$ cat src/rtl/crr_pkg.sv
// ----------------------------------------------------------------------------
// crr_pkg
// Shared types and constants for the CAN transport receive reassembler.
// ----------------------------------------------------------------------------
`default_nettype none

package crr_pkg;

  // default reassembly buffer size in bytes
  localparam int BUFFER_BYTES_DEF = 64;

  // fixed field widths
  localparam int IDX_W   = 6;   // byte_index
  localparam int MLEN_W  = 7;   // msg_length
  localparam int TOTAL_W = 12;  // first-frame length field

  // protocol control nibbles
  localparam logic [3:0] PCI_SF = 4'h0;
  localparam logic [3:0] PCI_FF = 4'h1;
  localparam logic [3:0] PCI_CF = 4'h2;

  // flow-control first bytes
  localparam logic [7:0] FC_CONTINUE = 8'h30;
  localparam logic [7:0] FC_OVERFLOW = 8'h32;

  // payload limits per frame type
  localparam logic [2:0] FF_DATA_BYTES = 3'd6;
  localparam logic [2:0] CF_DATA_BYTES = 3'd7;
  localparam logic [3:0] SF_MAX_LEN    = 4'd7;

  // offset of the first data byte within a frame
  localparam logic [2:0] SF_CF_OFFSET = 3'd1;
  localparam logic [2:0] FF_OFFSET    = 3'd2;

  typedef enum logic [2:0] {
    ST_IDLE,
    ST_WRITE,
    ST_FLOW,
    ST_SF,
    ST_RD,
    ST_DRAIN
  } state_t;

  // one result word, handed from the sequencer to the output register
  typedef struct packed {
    logic              kind;
    logic [7:0]        flow_byte;
    logic [7:0]        msg_byte;
    logic [IDX_W-1:0]  byte_index;
    logic [MLEN_W-1:0] msg_length;
    logic              last;
  } res_t;

endpackage

`default_nettype wire

$ cat src/rtl/crr_store.sv
// ----------------------------------------------------------------------------
// crr_store
// Message buffer: one write port, one read port with registered data.
// ----------------------------------------------------------------------------
`default_nettype none

module crr_store #(
  parameter int BUFFER_BYTES = crr_pkg::BUFFER_BYTES_DEF,
  parameter int ADDR_W       = $clog2(BUFFER_BYTES)
) (
  input  wire logic              clk,
  input  wire logic              wr_en,
  input  wire logic [ADDR_W-1:0] wr_addr,
  input  wire logic [7:0]        wr_data,
  input  wire logic              rd_en,
  input  wire logic [ADDR_W-1:0] rd_addr,
  output      logic [7:0]        rd_data
);

  logic [7:0] mem [BUFFER_BYTES];

  always_ff @(posedge clk) begin
    if (wr_en) begin
      mem[wr_addr] <= wr_data;
    end
  end

  always_ff @(posedge clk) begin
    if (rd_en) begin
      rd_data <= mem[rd_addr];
    end
  end

endmodule

`default_nettype wire

$ cat src/rtl/crr_seq.sv
// ----------------------------------------------------------------------------
// crr_seq
// Frame classifier and sequencer: captures a frame, writes its data bytes
// into the buffer one per cycle, drives results one per cycle when res_free.
// ----------------------------------------------------------------------------
`default_nettype none

module crr_seq #(
  parameter int BUFFER_BYTES = crr_pkg::BUFFER_BYTES_DEF,
  parameter int ADDR_W       = $clog2(BUFFER_BYTES),
  parameter int LEN_W        = $clog2(BUFFER_BYTES + 1)
) (
  input  wire logic              clk,
  input  wire logic              rst,
  input  wire logic              in_valid,
  output      logic              in_stall,
  input  wire logic [3:0]        frame_len,
  input  wire logic [7:0]        byte_0,
  input  wire logic [7:0]        byte_1,
  input  wire logic [7:0]        byte_2,
  input  wire logic [7:0]        byte_3,
  input  wire logic [7:0]        byte_4,
  input  wire logic [7:0]        byte_5,
  input  wire logic [7:0]        byte_6,
  input  wire logic [7:0]        byte_7,
  input  wire logic              res_free,
  output      logic              res_load,
  output      crr_pkg::res_t     res,
  output      logic              wr_en,
  output      logic [ADDR_W-1:0] wr_addr,
  output      logic [7:0]        wr_data,
  output      logic              rd_en,
  output      logic [ADDR_W-1:0] rd_addr,
  input  wire logic [7:0]        rd_data
);

  crr_pkg::state_t state, state_next;

  logic [7:0]       frame [8];
  logic             receiving;
  logic [3:0]       exp_seq;
  logic [LEN_W-1:0] fill;
  logic [LEN_W-1:0] msg_len;
  logic [LEN_W-1:0] cnt;
  logic [2:0]       k;
  logic [2:0]       base;
  logic [2:0]       lim;
  logic [2:0]       sf_len;
  logic             is_ff;
  logic [7:0]       flow;

  logic [3:0]                  pci;
  logic [3:0]                  low;
  logic [crr_pkg::TOTAL_W-1:0] total;
  logic                        ff_ok;
  logic                        go;
  logic                        wr_go;
  logic                        done;
  logic [2:0]                  k_inc;
  logic [2:0]                  frame_sel;
  logic [LEN_W-1:0]            cnt_inc;
  logic                        sf_last;
  logic                        drain_last;

  assign pci       = byte_0[7:4];
  assign low       = byte_0[3:0];
  assign total     = {low, byte_1};
  assign ff_ok     = total <= crr_pkg::TOTAL_W'(BUFFER_BYTES);
  assign in_stall  = state != crr_pkg::ST_IDLE;
  assign go        = in_valid && !in_stall && frame_len != 4'd0;
  assign done      = fill >= msg_len;
  assign wr_go     = k < lim && !done;
  assign k_inc     = k + 3'd1;
  assign frame_sel = base + k;
  assign cnt_inc   = cnt + LEN_W'(1);
  assign sf_last   = k_inc == sf_len;
  assign drain_last = cnt_inc == msg_len;

  // next state
  always_comb begin
    state_next = state;
    unique case (state)
      crr_pkg::ST_IDLE: begin
        if (go) begin
          unique case (pci)
            crr_pkg::PCI_SF: begin
              if (low != 4'd0 && low <= crr_pkg::SF_MAX_LEN) begin
                state_next = crr_pkg::ST_SF;
              end
            end
            crr_pkg::PCI_FF: begin
              state_next = ff_ok ? crr_pkg::ST_WRITE : crr_pkg::ST_FLOW;
            end
            crr_pkg::PCI_CF: begin
              if (receiving && low == exp_seq) begin
                state_next = crr_pkg::ST_WRITE;
              end
            end
            default: state_next = crr_pkg::ST_IDLE;
          endcase
        end
      end
      crr_pkg::ST_WRITE: begin
        if (!wr_go) begin
          if (is_ff) begin
            state_next = crr_pkg::ST_FLOW;
          end else if (done && msg_len != '0) begin
            state_next = crr_pkg::ST_RD;
          end else begin
            state_next = crr_pkg::ST_IDLE;
          end
        end
      end
      crr_pkg::ST_FLOW: begin
        if (res_free) begin
          state_next = crr_pkg::ST_IDLE;
        end
      end
      crr_pkg::ST_SF: begin
        if (res_free && sf_last) begin
          state_next = crr_pkg::ST_IDLE;
        end
      end
      crr_pkg::ST_RD: begin
        state_next = crr_pkg::ST_DRAIN;
      end
      crr_pkg::ST_DRAIN: begin
        if (res_free && drain_last) begin
          state_next = crr_pkg::ST_IDLE;
        end
      end
      default: state_next = crr_pkg::ST_IDLE;
    endcase
  end

  // outputs
  always_comb begin
    wr_en    = 1'b0;
    wr_addr  = fill[ADDR_W-1:0];
    wr_data  = frame[frame_sel];
    rd_en    = 1'b0;
    rd_addr  = cnt_inc[ADDR_W-1:0];
    res_load = 1'b0;
    res      = '0;
    unique case (state)
      crr_pkg::ST_IDLE: begin
      end
      crr_pkg::ST_WRITE: begin
        wr_en = wr_go;
      end
      crr_pkg::ST_FLOW: begin
        res_load      = res_free;
        res.kind      = 1'b0;
        res.flow_byte = flow;
        res.last      = 1'b1;
      end
      crr_pkg::ST_SF: begin
        res_load       = res_free;
        res.kind       = 1'b1;
        res.msg_byte   = frame[frame_sel];
        res.byte_index = crr_pkg::IDX_W'(k);
        res.msg_length = crr_pkg::MLEN_W'(sf_len);
        res.last       = sf_last;
      end
      crr_pkg::ST_RD: begin
        rd_en   = 1'b1;
        rd_addr = '0;
      end
      crr_pkg::ST_DRAIN: begin
        res_load       = res_free;
        rd_en          = res_free && !drain_last;
        res.kind       = 1'b1;
        res.msg_byte   = rd_data;
        res.byte_index = crr_pkg::IDX_W'(cnt);
        res.msg_length = crr_pkg::MLEN_W'(msg_len);
        res.last       = drain_last;
      end
      default: begin
      end
    endcase
  end

  // captured frame: all eight bytes, PCI byte included
  always_ff @(posedge clk) begin
    if (go) begin
      frame[0] <= byte_0;
      frame[1] <= byte_1;
      frame[2] <= byte_2;
      frame[3] <= byte_3;
      frame[4] <= byte_4;
      frame[5] <= byte_5;
      frame[6] <= byte_6;
      frame[7] <= byte_7;
      sf_len   <= low[2:0];
      flow     <= ff_ok ? crr_pkg::FC_CONTINUE : crr_pkg::FC_OVERFLOW;
    end
  end

  // control and reassembly state
  always_ff @(posedge clk) begin
    if (rst) begin
      state     <= crr_pkg::ST_IDLE;
      receiving <= 1'b0;
      exp_seq   <= '0;
      fill      <= '0;
      msg_len   <= '0;
      cnt       <= '0;
      k         <= '0;
      base      <= crr_pkg::SF_CF_OFFSET;
      lim       <= crr_pkg::CF_DATA_BYTES;
      is_ff     <= 1'b0;
    end else begin
      state <= state_next;
      case (state)
        crr_pkg::ST_IDLE: begin
          if (go) begin
            k   <= '0;
            cnt <= '0;
            if (pci == crr_pkg::PCI_FF && ff_ok) begin
              msg_len   <= total[LEN_W-1:0];
              fill      <= '0;
              exp_seq   <= 4'd1;
              receiving <= 1'b1;
              is_ff     <= 1'b1;
              base      <= crr_pkg::FF_OFFSET;
              lim       <= crr_pkg::FF_DATA_BYTES;
            end else begin
              is_ff <= 1'b0;
              base  <= crr_pkg::SF_CF_OFFSET;
              lim   <= crr_pkg::CF_DATA_BYTES;
              if (pci == crr_pkg::PCI_CF && receiving) begin
                if (low != exp_seq) begin
                  receiving <= 1'b0;
                end else begin
                  exp_seq <= exp_seq + 4'd1;  // wraps 15 to 0
                end
              end
            end
          end
        end
        crr_pkg::ST_WRITE: begin
          if (wr_go) begin
            fill <= fill + LEN_W'(1);
            k    <= k_inc;
          end else if (!is_ff && done) begin
            receiving <= 1'b0;
          end
        end
        crr_pkg::ST_SF: begin
          if (res_free) begin
            k <= k_inc;
          end
        end
        crr_pkg::ST_DRAIN: begin
          if (res_free) begin
            cnt <= cnt_inc;
          end
        end
        default: begin
        end
      endcase
    end
  end

endmodule

`default_nettype wire

$ cat src/rtl/can_transport_receive_reassembler.sv
// ----------------------------------------------------------------------------
// can_transport_receive_reassembler
// Receive side of a CAN transport layer: single, first and consecutive
// frames in, flow-control words and reassembled message bytes out.
// ----------------------------------------------------------------------------
//
//  channel | handshake             | payload
//  --------+-----------------------+---------------------------------------------
//  frame   | in_valid / in_stall   | frame_len, byte_0 .. byte_7
//  result  | out_valid / out_stall | kind, flow_byte, msg_byte, byte_index,
//          |                       | msg_length, last
//
//  Flow: a single frame of length n gives n words, a word a cycle while
//  the output register is free. A first frame writes up to 6 bytes into
//  the buffer at one byte a cycle, then gives its flow-control word. A
//  consecutive frame writes up to 7 bytes; the one that completes a message
//  then passes through a read state and gives a byte a cycle from the
//  buffer's single read port while the output register is free. A full
//  64-byte message ends with a consecutive frame that carries two bytes.
//  The sequencer writes one byte per cycle through the buffer's write port.
//  Reset: clears the sequencer and reassembly state; the buffer needs no
//  clearing pass, as only bytes written in the current message are read.
//  Stalls: out_stall holds the output register; the sequencer waits behind
//  it. A new frame is taken only while the sequencer is idle, even if a
//  final word is still waiting in the output register.
//
`default_nettype none

module can_transport_receive_reassembler #(
  parameter int BUFFER_BYTES = crr_pkg::BUFFER_BYTES_DEF
) (
  input  wire logic                       clk,
  input  wire logic                       rst,
  // frame channel
  input  wire logic                       in_valid,
  output      logic                       in_stall,
  input  wire logic [3:0]                 frame_len,
  input  wire logic [7:0]                 byte_0,
  input  wire logic [7:0]                 byte_1,
  input  wire logic [7:0]                 byte_2,
  input  wire logic [7:0]                 byte_3,
  input  wire logic [7:0]                 byte_4,
  input  wire logic [7:0]                 byte_5,
  input  wire logic [7:0]                 byte_6,
  input  wire logic [7:0]                 byte_7,
  // result channel
  output      logic                       out_valid,
  input  wire logic                       out_stall,
  output      logic                       kind,
  output      logic [7:0]                 flow_byte,
  output      logic [7:0]                 msg_byte,
  output      logic [crr_pkg::IDX_W-1:0]  byte_index,
  output      logic [crr_pkg::MLEN_W-1:0] msg_length,
  output      logic                       last
);

  localparam int ADDR_W = $clog2(BUFFER_BYTES);
  localparam int LEN_W  = $clog2(BUFFER_BYTES + 1);

  logic              res_free;
  logic              res_load;
  crr_pkg::res_t     res;
  crr_pkg::res_t     out_word;
  logic              wr_en;
  logic [ADDR_W-1:0] wr_addr;
  logic [7:0]        wr_data;
  logic              rd_en;
  logic [ADDR_W-1:0] rd_addr;
  logic [7:0]        rd_data;

  // output register may load when empty or being taken this cycle
  assign res_free = !out_valid || !out_stall;

  crr_seq #(
    .BUFFER_BYTES (BUFFER_BYTES),
    .ADDR_W       (ADDR_W),
    .LEN_W        (LEN_W)
  ) u_seq (
    .clk       (clk),
    .rst       (rst),
    .in_valid  (in_valid),
    .in_stall  (in_stall),
    .frame_len (frame_len),
    .byte_0    (byte_0),
    .byte_1    (byte_1),
    .byte_2    (byte_2),
    .byte_3    (byte_3),
    .byte_4    (byte_4),
    .byte_5    (byte_5),
    .byte_6    (byte_6),
    .byte_7    (byte_7),
    .res_free  (res_free),
    .res_load  (res_load),
    .res       (res),
    .wr_en     (wr_en),
    .wr_addr   (wr_addr),
    .wr_data   (wr_data),
    .rd_en     (rd_en),
    .rd_addr   (rd_addr),
    .rd_data   (rd_data)
  );

  crr_store #(
    .BUFFER_BYTES (BUFFER_BYTES),
    .ADDR_W       (ADDR_W)
  ) u_store (
    .clk     (clk),
    .wr_en   (wr_en),
    .wr_addr (wr_addr),
    .wr_data (wr_data),
    .rd_en   (rd_en),
    .rd_addr (rd_addr),
    .rd_data (rd_data)
  );

  // output register: valid under reset, payload not
  always_ff @(posedge clk) begin
    if (rst) begin
      out_valid <= 1'b0;
    end else if (res_load) begin
      out_valid <= 1'b1;
    end else if (!out_stall) begin
      out_valid <= 1'b0;
    end
  end

  always_ff @(posedge clk) begin
    if (res_load) begin
      out_word <= res;
    end
  end

  assign kind       = out_word.kind;
  assign flow_byte  = out_word.flow_byte;
  assign msg_byte   = out_word.msg_byte;
  assign byte_index = out_word.byte_index;
  assign msg_length = out_word.msg_length;
  assign last       = out_word.last;

endmodule

`default_nettype wire

$ cat config.mk
export PLATFORM = sky130hd
export DESIGN_NAME = can_transport_receive_reassembler
export DESIGN_NICKNAME = d
export VERILOG_FILES = /design/src/rtl/crr_pkg.sv /design/src/rtl/crr_store.sv /design/src/rtl/crr_seq.sv /design/src/rtl/can_transport_receive_reassembler.sv
export SDC_FILE = /design/constraint.sdc
export NUM_CORES = 1
export LEC_CHECK = 0
export ABC_AREA = 1
export BUFFER_PORTS_ARGS = -buffer_cell sky130_fd_sc_hd__clkbuf_2
export CAP_MARGIN = 20
export CORE_MARGIN = 1.5
export CORE_UTILIZATION = 56
export DETAILED_ROUTE_END_ITERATION = 8
export MAX_ROUTING_LAYER = met4
export PLACE_DENSITY = 0.79
export SETUP_SLACK_MARGIN = 0.1
export SYNTH_ARGS = -nofsm -noshare
export SYNTH_HDL_FRONTEND = slang
export SYNTH_SLANG_ARGS = --single-unit
$ cat constraint.sdc
create_clock -name clk -period 3.6 [get_ports clk]
set_input_delay 0.36 -clock clk [delete_from_list [all_inputs] [get_ports clk]]
set_output_delay 0.36 -clock clk [all_outputs]
set_load 0.01 [all_outputs]
==> impl_metrics.py <==
metrics = {
    "status": {
        "status": "complete, no violations",
    },
    "clock_tree": {
        "cts_made_buffers": 67,
        "path_clk_slew_ns": 0.06,
        "clk_path_buf_depth": 3,
        "numClockSinks": 645,
        "root_buffer": "clkbuf_16",
        "post-cts-setup-buffers": 0,
        "clock_latency_ns": 0.63,
        "cts_tree": "yes",
        "cts_max_level": 3,
    },
    "global_routing": {
        "grt_max_degree": 115,
        "antenna_found_initial": 2,
        "grt.overflow.total": 0,
        "grt_util_all_layers_pct": 30.8,
        "grt_pass1_vias": 19200,
        "grt_pass1_wl_mm": 112,
    },
    "place": {
        "dp_hpwl_mm": 45.2,
        "port_buffers": 99,
        "place_ws_ns": 0.360,
        "place_area_um2": 28900,
        "place_congestion": 1.00,
        "dp_cells": 3048,
    },
    "final_layout": {
        "multi_input_area_um2": 6940,
        "final_nets": 2649,
        "seq_area_um2": 19000,
        "fin_cells": 3234,
        "syn_to_final_growth_pct": 16.3,
        "nFillCells": 3267,
        "drive_gt1_share_pct": 13.5,
        "stdcell_area_um2": 31700,
    },
    "routing": {
        "drt_pre_antenna_iters": 6,
        "wl_mm": 74.6,
        "drt-wirelength-per-cell_um": 23.1,
        "vias": 19900,
        "drtIter0Drc": 3209,
        "drtAntennaViolNets": 0,
        "vias_per_cell": 6.16,
        "post-route-drc-count": 0,
    },
    "synth": {
        "synth_common_cells": "edfxtp_1 (610), nor2_1 (324), nand2_1 (280), nand3_1 (232), o21ai_0 (216)",
        "yosysSeqAreaShare_pct": 69.7,
        "synth_edf_count": 610,
        "synth_warnings": 0,
        "async_flop_share_pct": 0,
        "avgSynthCellArea_um2": 11.6,
        "synth_most_common_cell": "edfxtp_1",
        "synth_seq_cells": 645,
        "synth_ff_type": "edfxtp_1",
        "synth.area.top_cells": "edfxtp_1 (67%), nor2_1 (4.5%), nand3_1 (4.3%)",
        "yosysUniqueCellTypes": 39,
        "syn_inst": 2343,
        "yosysTopAreaCell": "edfxtp_1",
        "yosysTopAreaCellShare_pct": 67.2,
        "synth_area_um2": 27300,
    },
    "setup_path": {
        "crit_fanout": 8,
        "rrSetupSlack_ns": 0.23,
        "crit_type": "reg -> reg",
        "cp-end-kind": "register",
        "cp_data_required_time_ns": 3.84,
        "critPathArrivalTime_ns": 3.62,
        "cp-start-kind": "register",
    },
    "die": {
        "die_x_um": 224,
        "ios": 105,
        "start_util_pct": 56.9,
        "dieArea_um2": 50000,
        "die_y_um": 224,
        "num_rows": 80,
        "coreArea_um2": 47900,
    },
    "timing": {
        "min_period_over_period_pct": 93.7,
        "hold_viol": 0,
        "finalWorstSetupSlack_ns": 0.227,
        "clock_skew_ns": 0.0234,
        "tns_ns": 0,
        "fin_crit_ns": 3.37,
        "timing.final.max_slew_violations": 0,
        "setup_viol": 0,
        "worstMarginPinSlew_ns": 1.02,
        "slew_headroom_pct": 32.2,
        "max_freq_mhz": 296,
        "rsz0062_at_grt": "no",
    },
    "power_and_ir_drop": {
        "p_seq_share_pct": 48.3,
        "p_per_area_nw_per_um2": 643,
        "combPwrFrac_pct": 17.9,
        "ir_drop_uv": 623,
        "power.static_leakage_nw": 11.5,
        "netSwitchingPower_w": 0.00589,
        "switching_share_pct": 28.9,
        "clkPwrFrac_pct": 33.7,
        "internal_power_w": 0.0145,
    },
    "flow_run": {
        "drv_cap": 0,
    },
    "hold_path": {
        "hold_path_class": "in -> reg",
    },
}
cell usage in the layout, fill, tap and decap left out, types with 11 or more instances in the layout:
cell / n
o21a_1: 55
a211oi_1: 11
clkbuf_2: 99
buf_12: 12
xor2_1: 11
clkbuf_1: 13
ha_1: 12
nand2_1: 280
dfxtp_1: 35
edfxtp_1: 610
nor2_1: 323
inv_1: 182
dlygate4sd3_1: 61
nand3_1: 232
clkinv_2: 16
buf_4: 100
a21oi_1: 81
o21ai_0: 216
clkbuf_16: 67
o211ai_1: 76
critical path, cell delays in order (launching register included):
cell     delay, ns
dfxtp_1       0.54
ha_1          0.33
a21oi_1       0.13
o21ai_0       0.10
nand2_1       0.08
nand4_1       0.18
nor2_4        0.24
inv_2         0.13
nor2_4        0.17
nand3_2       0.40
nor2_1        0.69
metrics by stage:
step | util, % | power (W) | hold slack (ns)
6_report | 66.2 | 0.0204 | 0.0389
5_1_grt | 66.2 | 0.0209 | 0.0345
4_1_cts | 66.1 | 0.0203 | 0.0104
3_5_place_dp | 60.3 | 0.0135 | 0.491
3_3_place_gp | 60.3 | 0.0134 | 0.472
2_1_floorplan | - | 0.0116 | 0.453
flip-flops by register name, summed over array words and instances, names as in the netlist, 3 cells and up:
name,cells
u_seq.fill,7
u_seq.cnt,7
byte_index,6
u_seq.k,3
u_seq.frame,62
u_seq.exp_seq,4
u_store.mem,512
u_seq.msg_len,7
msg_length,7
u_seq.state,3
u_store.rd_data,8
msg_byte,8
final timing paths:
check | start | end | cells past startpoint
max | u_seq.fill[2] | u_store.mem[42][6] | 10
min | byte_0[4] | u_seq.frame[0][4] | 1
max reg2reg | u_seq.fill[2] | u_store.mem[42][6] | 10
min reg2reg | u_seq.receiving | u_seq.receiving | 2
power by group through the flow:
stage / Sequential (W) / Combinational [W] / Clock, W
detailed placement: 0.0100 / 0.00349 / 0
global route: 0.00987 / 0.00382 / 0.00720
floorplan: 0.0101 / 0.00153 / 0
CTS: 0.00985 / 0.00356 / 0.00692
finish: 0.00986 / 0.00366 / 0.00688
global placement: 0.0100 / 0.00343 / 0
cell type report:
cell class                      count  share of cell area, %
Antenna cell                        3                 0.0237
Clock buffer                       81                   5.48
Clock inverter                     41                   1.36
Inverter                          191                   2.26
Multi-Input combinational cell   1386                   21.9
Sequential cell                   645                   60.0
Tap cell                          615                   2.43
Timing Repair Buffer              272                   6.61
routing by layer:
metal	global-route usage (%)	routed length (um)	vias up
met5	-	0	-
li1	-	-	8762
met4	14.6	3920	0
met3	6.23	8390	320
met2	46.7	34200	1414
met1	40.2	28100	9438
cells by family after synthesis:
logic type	share of synthesized area, %
buffers and inverters	5.05
xor gates and xnor gates	0.417
other	0.0138
AOI/OAI and AO/OA	10.6
and+or+nand+nor	13.5
DFF	69.7
adders and majority gates	0.670
repair_timing:
| action | 4_1_cts | 5_1_grt |
|---|---|---|
| endpoints found under the hold margin | 61 | 0 |
| endpoints found under the setup margin | 0 | 44 |
| gates resized for setup | 0 | 2 |
| hold buffers | 61 | 0 |
No activity file was read; power rests on OpenSTA's default activity.
